==> config.mk <==
export PLATFORM = sky130hd
export DESIGN_NAME = clock_calendar_field_editor
export DESIGN_NICKNAME = d
export VERILOG_FILES = /design/src/hw/rtl/ccfe_pkg.sv /design/src/hw/rtl/ccfe_core.sv /design/src/hw/rtl/clock_calendar_field_editor.sv
export VERILOG_INCLUDE_DIRS = /design/src /design/src/hw/rtl
export SDC_FILE = /design/constraint.sdc
export NUM_CORES = 1
export LEC_CHECK = 0
export ABC_AREA = 0
export ABC_CLOCK_PERIOD_IN_PS = 8000
export BUFFER_PORTS_ARGS = -buffer_cell sky130_fd_sc_hd__buf_2
export CAP_MARGIN = 0
export CORE_ASPECT_RATIO = 1.1
export CORE_MARGIN = 1
export CORE_UTILIZATION = 30
export DETAILED_ROUTE_END_ITERATION = 10
export PLACE_DENSITY_LB_ADDON = 0.15
export SKIP_CTS_REPAIR_TIMING = 1
export SKIP_LAST_GASP = 1
export SLEW_MARGIN = 5
export SYNTH_ARGS = -nofsm -noshare
export SYNTH_HDL_FRONTEND = slang
export SYNTH_SLANG_ARGS = --single-unit
==> constraint.sdc <==
create_clock -name clk -period 8 [get_ports clk]
set_clock_uncertainty 0.2 [all_clocks]
set_input_delay 0.8 -clock clk [delete_from_list [all_inputs] [get_ports clk]]
set_output_delay 0.8 -clock clk [all_outputs]
set_load 0.02 [all_outputs]
==> src/hw/rtl/clock_calendar_field_editor_defines.svh <==
// assertion macros for the clock calendar field editor
// expects clk and rst_n in the scope of each use
`ifndef CLOCK_CALENDAR_FIELD_EDITOR_DEFINES_SVH
`define CLOCK_CALENDAR_FIELD_EDITOR_DEFINES_SVH

`ifndef ASSERT_OFF
// checked property, off while reset is held
`define CCFE_ASSERT(lbl, prop, msg) \
  lbl: assert property (@(posedge clk) disable iff (!rst_n) prop) else $error(msg);
// checked property, also during reset
`define CCFE_ASSERT_RST(lbl, prop, msg) \
  lbl: assert property (@(posedge clk) prop) else $error(msg);
`else
`define CCFE_ASSERT(lbl, prop, msg)
`define CCFE_ASSERT_RST(lbl, prop, msg)
`endif

`endif

==> src/hw/rtl/ccfe_pkg.sv <==
// types, constants and step functions for the clock calendar field editor
// no dependencies
package ccfe_pkg;

  // request kinds
  localparam logic OP_BUTTON = 1'b0;
  localparam logic OP_LOAD   = 1'b1;

  // edit modes
  localparam logic [2:0] MODE_RUN     = 3'd0;
  localparam logic [2:0] MODE_HOUR    = 3'd1;
  localparam logic [2:0] MODE_MINUTE  = 3'd2;
  localparam logic [2:0] MODE_SECOND  = 3'd3;
  localparam logic [2:0] MODE_WEEKDAY = 3'd4;
  localparam logic [2:0] MODE_DATE    = 3'd5;
  localparam logic [2:0] MODE_MONTH   = 3'd6;
  localparam logic [2:0] MODE_YEAR    = 3'd7;

  // months with special lengths
  localparam logic [3:0] MONTH_FEB = 4'd2;
  localparam logic [3:0] MONTH_APR = 4'd4;
  localparam logic [3:0] MONTH_JUN = 4'd6;
  localparam logic [3:0] MONTH_SEP = 4'd9;
  localparam logic [3:0] MONTH_NOV = 4'd11;

  // field limits, 7 bits wide to share one step function
  localparam logic [6:0] HOUR_MAX    = 7'd23;
  localparam logic [6:0] MINUTE_MAX  = 7'd59;
  localparam logic [6:0] SECOND_MAX  = 7'd59;
  localparam logic [6:0] WEEKDAY_MIN = 7'd1;
  localparam logic [6:0] WEEKDAY_MAX = 7'd7;
  localparam logic [6:0] DATE_MIN    = 7'd1;
  localparam logic [6:0] MONTH_MIN   = 7'd1;
  localparam logic [6:0] MONTH_MAX   = 7'd12;
  localparam logic [6:0] YEAR_MAX    = 7'd99;
  localparam logic [6:0] FIELD_ZERO  = 7'd0;
  localparam logic [6:0] LEN_SHORT   = 7'd30;
  localparam logic [6:0] LEN_LONG    = 7'd31;
  localparam logic [6:0] LEN_FEB     = 7'd28;
  localparam logic [6:0] LEN_FEB_LEAP = 7'd29;

  // default date loaded by set plus clear
  localparam logic [2:0] DEF_WEEKDAY = 3'd4;
  localparam logic [4:0] DEF_DATE    = 5'd8;
  localparam logic [3:0] DEF_MONTH   = 4'd6;
  localparam logic [6:0] DEF_YEAR    = 7'h11;

  typedef struct packed {
    logic       op;
    logic       btn_set;
    logic       btn_up;
    logic       btn_down;
    logic       btn_clear;
    logic [5:0] load_second;
    logic [5:0] load_minute;
    logic [4:0] load_hour;
    logic [2:0] load_weekday;
    logic [4:0] load_date;
    logic [3:0] load_month;
    logic [6:0] load_year;
  } ccfe_in_t;

  typedef struct packed {
    logic [2:0] edit_mode;
    logic [4:0] out_hour;
    logic [5:0] out_minute;
    logic [5:0] out_second;
    logic [2:0] out_weekday;
    logic [4:0] out_date;
    logic [3:0] out_month;
    logic [6:0] out_year;
    logic       write_back;
  } ccfe_out_t;

  // up edge first, then down edge; out of range goes to lo on up and to hi on down
  function automatic logic [6:0] field_step(input logic [6:0] v, input logic [6:0] lo,
                                            input logic [6:0] hi, input logic up,
                                            input logic dn);
    logic [6:0] t;
    t = v;
    if (up) begin
      t = (t >= hi || t < lo) ? lo : t + 7'd1;
    end
    if (dn) begin
      t = (t <= lo || t > hi) ? hi : t - 7'd1;
    end
    return t;
  endfunction

  // days in month, leap year taken as year mod 4
  function automatic logic [6:0] month_len(input logic [3:0] month, input logic [6:0] year);
    logic [6:0] len;
    case (month) inside
      MONTH_APR, MONTH_JUN, MONTH_SEP, MONTH_NOV: len = LEN_SHORT;
      MONTH_FEB: len = (year[1:0] == 2'b00) ? LEN_FEB_LEAP : LEN_FEB;
      default: len = LEN_LONG;
    endcase
    return len;
  endfunction

endpackage

==> src/hw/rtl/ccfe_core.sv <==
// editor state and next-state logic for one request per cycle while fire is high
// depends on ccfe_pkg
module ccfe_core
  import ccfe_pkg::*;
(
  input  logic      clk,
  input  logic      rst_n,
  input  logic      fire,
  input  ccfe_in_t  item,
  output ccfe_out_t result
);

  logic [2:0] mode_r, mode_nxt;
  logic [4:0] hour_r, hour_nxt;
  logic [5:0] minute_r, minute_nxt;
  logic [5:0] second_r, second_nxt;
  logic [2:0] weekday_r, weekday_nxt;
  logic [4:0] date_r, date_nxt;
  logic [3:0] month_r, month_nxt;
  logic [6:0] year_r, year_nxt;
  logic       dirty_r, dirty_nxt;
  logic       set_prev_r, set_prev_nxt;
  logic       up_prev_r, up_prev_nxt;
  logic       down_prev_r, down_prev_nxt;

  logic       wb;
  logic       set_fall;
  logic       up_edge;
  logic       down_edge;
  logic [2:0] mode_tmp;
  logic [6:0] step_val;

  always_comb begin
    mode_nxt      = mode_r;
    hour_nxt      = hour_r;
    minute_nxt    = minute_r;
    second_nxt    = second_r;
    weekday_nxt   = weekday_r;
    date_nxt      = date_r;
    month_nxt     = month_r;
    year_nxt      = year_r;
    dirty_nxt     = dirty_r;
    set_prev_nxt  = set_prev_r;
    up_prev_nxt   = up_prev_r;
    down_prev_nxt = down_prev_r;
    wb            = 1'b0;
    set_fall      = set_prev_r & ~item.btn_set;
    up_edge       = up_prev_r & ~item.btn_up;
    down_edge     = down_prev_r & ~item.btn_down;
    mode_tmp      = mode_r;
    step_val      = FIELD_ZERO;

    if (item.op == OP_LOAD) begin
      if (mode_r == MODE_RUN) begin
        if (dirty_r) begin
          wb        = 1'b1;
          dirty_nxt = 1'b0;
        end else begin
          second_nxt  = item.load_second;
          minute_nxt  = item.load_minute;
          hour_nxt    = item.load_hour;
          weekday_nxt = item.load_weekday;
          date_nxt    = item.load_date;
          month_nxt   = item.load_month;
          year_nxt    = item.load_year;
        end
      end
    end else begin
      if (set_fall) begin
        if (!item.btn_clear) begin
          second_nxt  = 6'd0;
          minute_nxt  = 6'd0;
          hour_nxt    = 5'd0;
          weekday_nxt = DEF_WEEKDAY;
          date_nxt    = DEF_DATE;
          month_nxt   = DEF_MONTH;
          year_nxt    = DEF_YEAR;
          wb          = 1'b1;
        end
        mode_tmp = mode_r + 3'd1;
      end
      set_prev_nxt = item.btn_set;
      if (!item.btn_clear) begin
        mode_tmp = MODE_RUN;
      end
      mode_nxt = mode_tmp;
      // clear forces run mode, so defaults and edits never meet
      if (mode_tmp != MODE_RUN) begin
        up_prev_nxt   = item.btn_up;
        down_prev_nxt = item.btn_down;
        dirty_nxt     = 1'b1;
        unique case (mode_tmp)
          MODE_HOUR: begin
            step_val = field_step({2'b00, hour_r}, FIELD_ZERO, HOUR_MAX, up_edge, down_edge);
            hour_nxt = step_val[4:0];
          end
          MODE_MINUTE: begin
            step_val   = field_step({1'b0, minute_r}, FIELD_ZERO, MINUTE_MAX, up_edge,
                                    down_edge);
            minute_nxt = step_val[5:0];
          end
          MODE_SECOND: begin
            step_val   = field_step({1'b0, second_r}, FIELD_ZERO, SECOND_MAX, up_edge,
                                    down_edge);
            second_nxt = step_val[5:0];
          end
          MODE_WEEKDAY: begin
            step_val    = field_step({4'b0000, weekday_r}, WEEKDAY_MIN, WEEKDAY_MAX, up_edge,
                                     down_edge);
            weekday_nxt = step_val[2:0];
          end
          MODE_DATE: begin
            step_val = field_step({2'b00, date_r}, DATE_MIN, month_len(month_r, year_r),
                                  up_edge, down_edge);
            date_nxt = step_val[4:0];
          end
          MODE_MONTH: begin
            step_val  = field_step({3'b000, month_r}, MONTH_MIN, MONTH_MAX, up_edge,
                                   down_edge);
            month_nxt = step_val[3:0];
          end
          MODE_YEAR: begin
            step_val = field_step(year_r, FIELD_ZERO, YEAR_MAX, up_edge, down_edge);
            year_nxt = step_val;
          end
          default: begin
            step_val = FIELD_ZERO;
          end
        endcase
      end
    end

    result.edit_mode   = mode_nxt;
    result.out_hour    = hour_nxt;
    result.out_minute  = minute_nxt;
    result.out_second  = second_nxt;
    result.out_weekday = weekday_nxt;
    result.out_date    = date_nxt;
    result.out_month   = month_nxt;
    result.out_year    = year_nxt;
    result.write_back  = wb;
  end

  always_ff @(posedge clk) begin
    if (!rst_n) begin
      mode_r      <= MODE_RUN;
      hour_r      <= 5'd0;
      minute_r    <= 6'd0;
      second_r    <= 6'd0;
      weekday_r   <= 3'd0;
      date_r      <= 5'd0;
      month_r     <= 4'd0;
      year_r      <= 7'd0;
      dirty_r     <= 1'b0;
      set_prev_r  <= 1'b0;
      up_prev_r   <= 1'b0;
      down_prev_r <= 1'b0;
    end else if (fire) begin
      mode_r      <= mode_nxt;
      hour_r      <= hour_nxt;
      minute_r    <= minute_nxt;
      second_r    <= second_nxt;
      weekday_r   <= weekday_nxt;
      date_r      <= date_nxt;
      month_r     <= month_nxt;
      year_r      <= year_nxt;
      dirty_r     <= dirty_nxt;
      set_prev_r  <= set_prev_nxt;
      up_prev_r   <= up_prev_nxt;
      down_prev_r <= down_prev_nxt;
    end
  end

endmodule

==> src/hw/rtl/clock_calendar_field_editor.sv <==
// clock calendar field editor top level: input register, ccfe_core, result register
// a request accepted into the input register reaches out_data via the result register
// throughput: one request per cycle unless out_ready holds off, set by the core state update
// reset (rst_n low, synchronous) empties both registers and clears all editor state
// depends on ccfe_pkg, ccfe_core and clock_calendar_field_editor_defines.svh
`include "clock_calendar_field_editor_defines.svh"

module clock_calendar_field_editor
  import ccfe_pkg::*;
(
  input  logic      clk,
  input  logic      rst_n,
  input  logic      in_valid,
  output logic      in_ready,
  input  ccfe_in_t  in_data,
  output logic      out_valid,
  input  logic      out_ready,
  output ccfe_out_t out_data
);

  // input stage holds one request
  ccfe_in_t  in_r;
  logic      in_valid_r;
  // result stage holds one finished result
  ccfe_out_t out_r;
  logic      out_valid_r;

  ccfe_out_t core_result;
  logic      s1_adv;
  logic      in_fire;

  // the input stage moves on whenever the result stage is empty or being drained
  assign s1_adv   = in_valid_r && (!out_valid_r || out_ready);
  // a new request enters while the held one moves on, so full rate is kept
  assign in_ready = !in_valid_r || s1_adv;
  assign in_fire  = in_valid && in_ready;

  // state is updated exactly when the held request turns into a result
  ccfe_core u_core (
    .clk    (clk),
    .rst_n  (rst_n),
    .fire   (s1_adv),
    .item   (in_r),
    .result (core_result)
  );

  always_ff @(posedge clk) begin
    if (!rst_n) begin
      in_valid_r <= 1'b0;
    end else if (in_fire) begin
      in_valid_r <= 1'b1;
    end else if (s1_adv) begin
      in_valid_r <= 1'b0;
    end
  end

  // payload only, no reset needed
  always_ff @(posedge clk) begin
    if (in_fire) begin
      in_r <= in_data;
    end
  end

  always_ff @(posedge clk) begin
    if (!rst_n) begin
      out_valid_r <= 1'b0;
    end else if (s1_adv) begin
      out_valid_r <= 1'b1;
    end else if (out_ready) begin
      out_valid_r <= 1'b0;
    end
  end

  always_ff @(posedge clk) begin
    if (s1_adv) begin
      out_r <= core_result;
    end
  end

  assign out_valid = out_valid_r;
  assign out_data  = out_r;

  // a request leaving the input stage always lands in the result stage
  `CCFE_ASSERT(a_adv_to_out, s1_adv |=> out_valid_r, "result lost after input stage advance")
  // a stalled input side means the input stage is occupied
  `CCFE_ASSERT(a_ready_low_full, !in_ready |-> in_valid_r, "in_ready low with empty input stage")
  // write-back is only ever asked for in run mode
  `CCFE_ASSERT(a_wb_run_mode,
               (out_valid_r && out_r.write_back) |-> (out_r.edit_mode == MODE_RUN),
               "write-back outside run mode")
  // reset leaves no result pending
  `CCFE_ASSERT_RST(a_reset_empty, !rst_n |=> (!out_valid_r && !in_valid_r),
                   "pipeline not empty after reset")

endmodule

==> impl_metrics.csv <==
group,metric,value,unit
synthesis,synthMuxAreaShare,2.736,%
critical_path,slowest_delay,460,ps
timing,fin_crit_sh,61.07,%
final_layout,fin_nets,1037,
grt,grt_start_max_net_pins,43,
timing,slew_violations,0,
timing,hold_viol_final,0,
grt,track_usage,18.59,%
critical_path,startpoint,"u_core.month_r[0]$_SDFFE_PN0P_",
detailed_routing,drt-total-wl,26.00,mm
power,power.total,1802,µW
place,pre_cts_slack,3192,ps
detailed_routing,ant_nets,0,
critical_path,crit_type,"reg -> reg",
critical_path,path_cells,"inv_1, ha_1, nor3b_1, ha_1, o2111a_1, o21ai_0, a41oi_1, inv_1, ha_1, nor2b_1, o221ai_1, a311oi_1, maj3_1, a311o_1, a221o_1, and2_1",
synthesis,synth_xor_area_share,2.631,%
synthesis,synthSimpleGateAreaFrac,19.35,%
hold_path,hp-class,"reg -> reg",
critical_path,slowest_stage,"a41oi_1",
timing,setup_viol,0,
place,port_buffers,86,
floorplan,die_y,176.7,µm
synthesis,yosys_warnings,0,
floorplan,io_pins,87,
floorplan,fp.dieW,160.8,µm
final_layout,diodes,0,
synthesis,synth_edf_count,81,
synthesis,synth_commonest_cells,"81 x edfxtp_1, 81 x nand2_1, 71 x nor2_1, 54 x a21oi_1",
critical_path,arrival,4880,ps
detailed_routing,wl_per_cell,19.62,µm
hold_path,min_delay_path_depth,2,
synthesis,synth.largest_area_cell,"edfxtp_1",
floorplan,die_area,28410,µm²
synthesis,synth_ff_type,"edfxtp_1",
timing,max_freq,204.7,MHz
clock_tree,cts-buffers-inserted,17,
power,p_leak,0.003504,µW
place,place_congestion,0.9215,
power,p_switching,517.7,µW
timing,relSlewSlack,33.71,%
critical_path,crit_required,8000,ps
synthesis,synth_seq_cells,126,
timing,timing.final.ws_setup,3115,ps
clock_tree,cts_buffer_depth,2,
critical_path,critPathCaptureType,"flop",
place,hpwl,17.52,mm
clock_tree,cts.clk_slew.worst_paths,70,ps
synthesis,avgSynthCellArea,9.207,µm²
timing,final.setup.tns,0,ps
synthesis,synth_compound_area_share,24.41,%
timing,grt_setup_unrepaired,"false",
power,p_clk_share,45.2,%
clock_tree,h-tree-depth,4,
critical_path,crit_fanout,6,
floorplan,core-area,27120,µm²
synthesis,synth_top_area_share,29.22,%
detailed_routing,drc,0,
clock_tree,clock-sinks,126,
place,placed_area,9019,µm²
timing,worstMarginPinSlew,990.7,ps
clock_tree,clock_latency,450,ps
detailed_routing,drt_pre_antenna_iters,5,
synthesis,ys_seq_area_share,40.05,%
detailed_routing,vias,7386,
clock_tree,cts_tree,"built",
critical_path,worstSetupStartpointType,"flop",
final_layout,nFillCells,2815,
grt,grt_pass1_vias,7192,
power,internal_power,1285,µW
critical_path,rr_startpoint,"u_core.month_r[0]$_SDFFE_PN0P_",
grt,antenna_found_initial,0,
synthesis,netlist_instances,904,
grt,gr-total-overflow,0,
hold_path,hold_start,"u_core.set_prev_r$_SDFFE_PN0P_",
power,ir_drop,0.08212,mV
final_layout,drive_above_1_share,17.36,%
critical_path,crit_top_cell,"ha_1",
power,p_seq_share,42.5,%
final_layout,synthToLayoutAreaGrowth,15.56,%
power,power_frac_comb,12.3,%
synthesis,yosys.area_share.adder,5.803,%
synthesis,synth-async-reset-ratio,0,%
clock_tree,root_buffer,"clkbuf_16",
critical_path,r2r_cells,16,
detailed_routing,viasPerCell,5.574,
synthesis,ys_types,88,
floorplan,start_util,30.69,%
grt,grt_pass1_wl,40.38,mm
timing,fin_crit,4885,ps
power,p_per_area,187.4,nW/µm²
flow_run,maxCapViolCount,0,
floorplan,num_rows,63,
synthesis,synth.cell_area,8323,µm²
power,p_sw_share,28.72,%
detailed_routing,drt_iter0_drc,589,
final_layout,fin_area,9618,µm²
synthesis,synth_top_family_by_area,"compound AO/OA/AOI/OAI gates",
synthesis,yosys-top-cells-area,"edfxtp_1 29%, dfxtp_1 11%, ha_1 5.6%, nand2_1 3.7%, a21oi_1 3.2%",
status,outcome,"finished clean",
synthesis,syn-num-nets,986,
[logic make-up (layout without fill, tap and decap cells)]
group,Yosys count,in the layout
fa+ha+maj,39,39
compound gates,281,281
buf+inv,102,166
simple gates,309,309
xor+xnor,25,25
flops,126,126
mux,22,22
[path summary, 6_finish.rpt]
check                                    to  slack (ps)
max                  out_data[12]$_DFFE_PP_        3110
min          u_core.set_prev_r$_SDFFE_PN0P_         280
max reg2reg          out_data[12]$_DFFE_PP_        3110
min reg2reg  u_core.set_prev_r$_SDFFE_PN0P_         280
[flip-flops by register name, indices dropped and copies added (netlist names)]
register and count:
u_core.down_prev_r 1, out_valid 1, in_r 41, u_core.mode_r 3, u_core.hour_r 5, u_core.month_r 4, u_core.weekday_r 3, u_core.minute_r 6
u_core.up_prev_r 1, u_core.date_r 5, out_data 40, u_core.set_prev_r 1, u_core.year_r 7, u_core.dirty_r 1, in_valid_r 1, u_core.second_r 6
[layout by cell type, fill, tap and decap left out, types with 6 or more instances in the layout]
cell / n
nand3_1: 32
a311oi_1: 8
o2bb2ai_1: 6
o22ai_1: 12
a211oi_1: 11
xor2_1: 7
buf_2: 86
nor3_1: 18
nand4_1: 16
a221oi_1: 14
nor4_1: 8
nand2_1: 81
o21ai_0: 44
clkbuf_16: 17
mux2_2: 6
a21o_1: 6
o21a_1: 6
nor2_1: 71
nor2b_1: 8
mux2i_1: 16
and3_1: 8
buf_4: 12
a31oi_1: 19
a22oi_1: 6
xnor2_1: 18
nand2b_1: 8
and2_1: 10
o31ai_1: 18
a21oi_1: 54
dfxtp_1: 45
edfxtp_1: 81
a31o_2: 6
inv_1: 35
ha_1: 37
[through the flow]
| stage | utilization, % | hold WS, ps | std cells |
|---|---|---|---|
| after floorplan | - | 248.9 | 904 |
| after global placement | 33.26 | 273.3 | 1293 |
| after detailed placement | 33.26 | 271.1 | 1293 |
| after CTS | 35.47 | 280.5 | 1325 |
| after global routing | 35.47 | 309.7 | 1325 |
| final | 35.47 | 284.2 | 1325 |
[area by class of cell]
class / instances / area, µm² / share of cell area [%]
Tap cell: 357 / 446.7 / 4.644
Multi-Input combinational cell: 676 / 4583 / 47.65
Sequential cell: 126 / 3333 / 34.66
Clock buffer: 18 / 439.2 / 4.566
Inverter: 36 / 135.1 / 1.405
Timing Repair Buffer: 98 / 520.5 / 5.412
Clock inverter: 14 / 160.2 / 1.665
[power groups by stage]
stage	sequential (µW)	clock, µW	combinational [µW]
2_1_floorplan	771	0	155
3_3_place_gp	780	0	222
3_5_place_dp	779	0	221
4_1_cts	766	831	223
5_1_grt	771	856	245
6_report	766	814	222
[critical path, delay by kind of cell (launching register included)]
family          cells  cell delay [ps]
buf+inv             2              280
fa+ha+maj           4             1130
flops               1              360
compound gates      7             1950
simple gates        3              710
[routing by layer]
metal  vias to the layer above  GRT usage, %  share of wire, %
met5                         -             0                 0
met1                      3567         23.98                47
met2                       213         30.36                47
li1                       3564             -                 -
met4                         0         7.783               2.5
met3                        42         3.608               4.2
No activity file was read; power rests on OpenSTA's default activity.
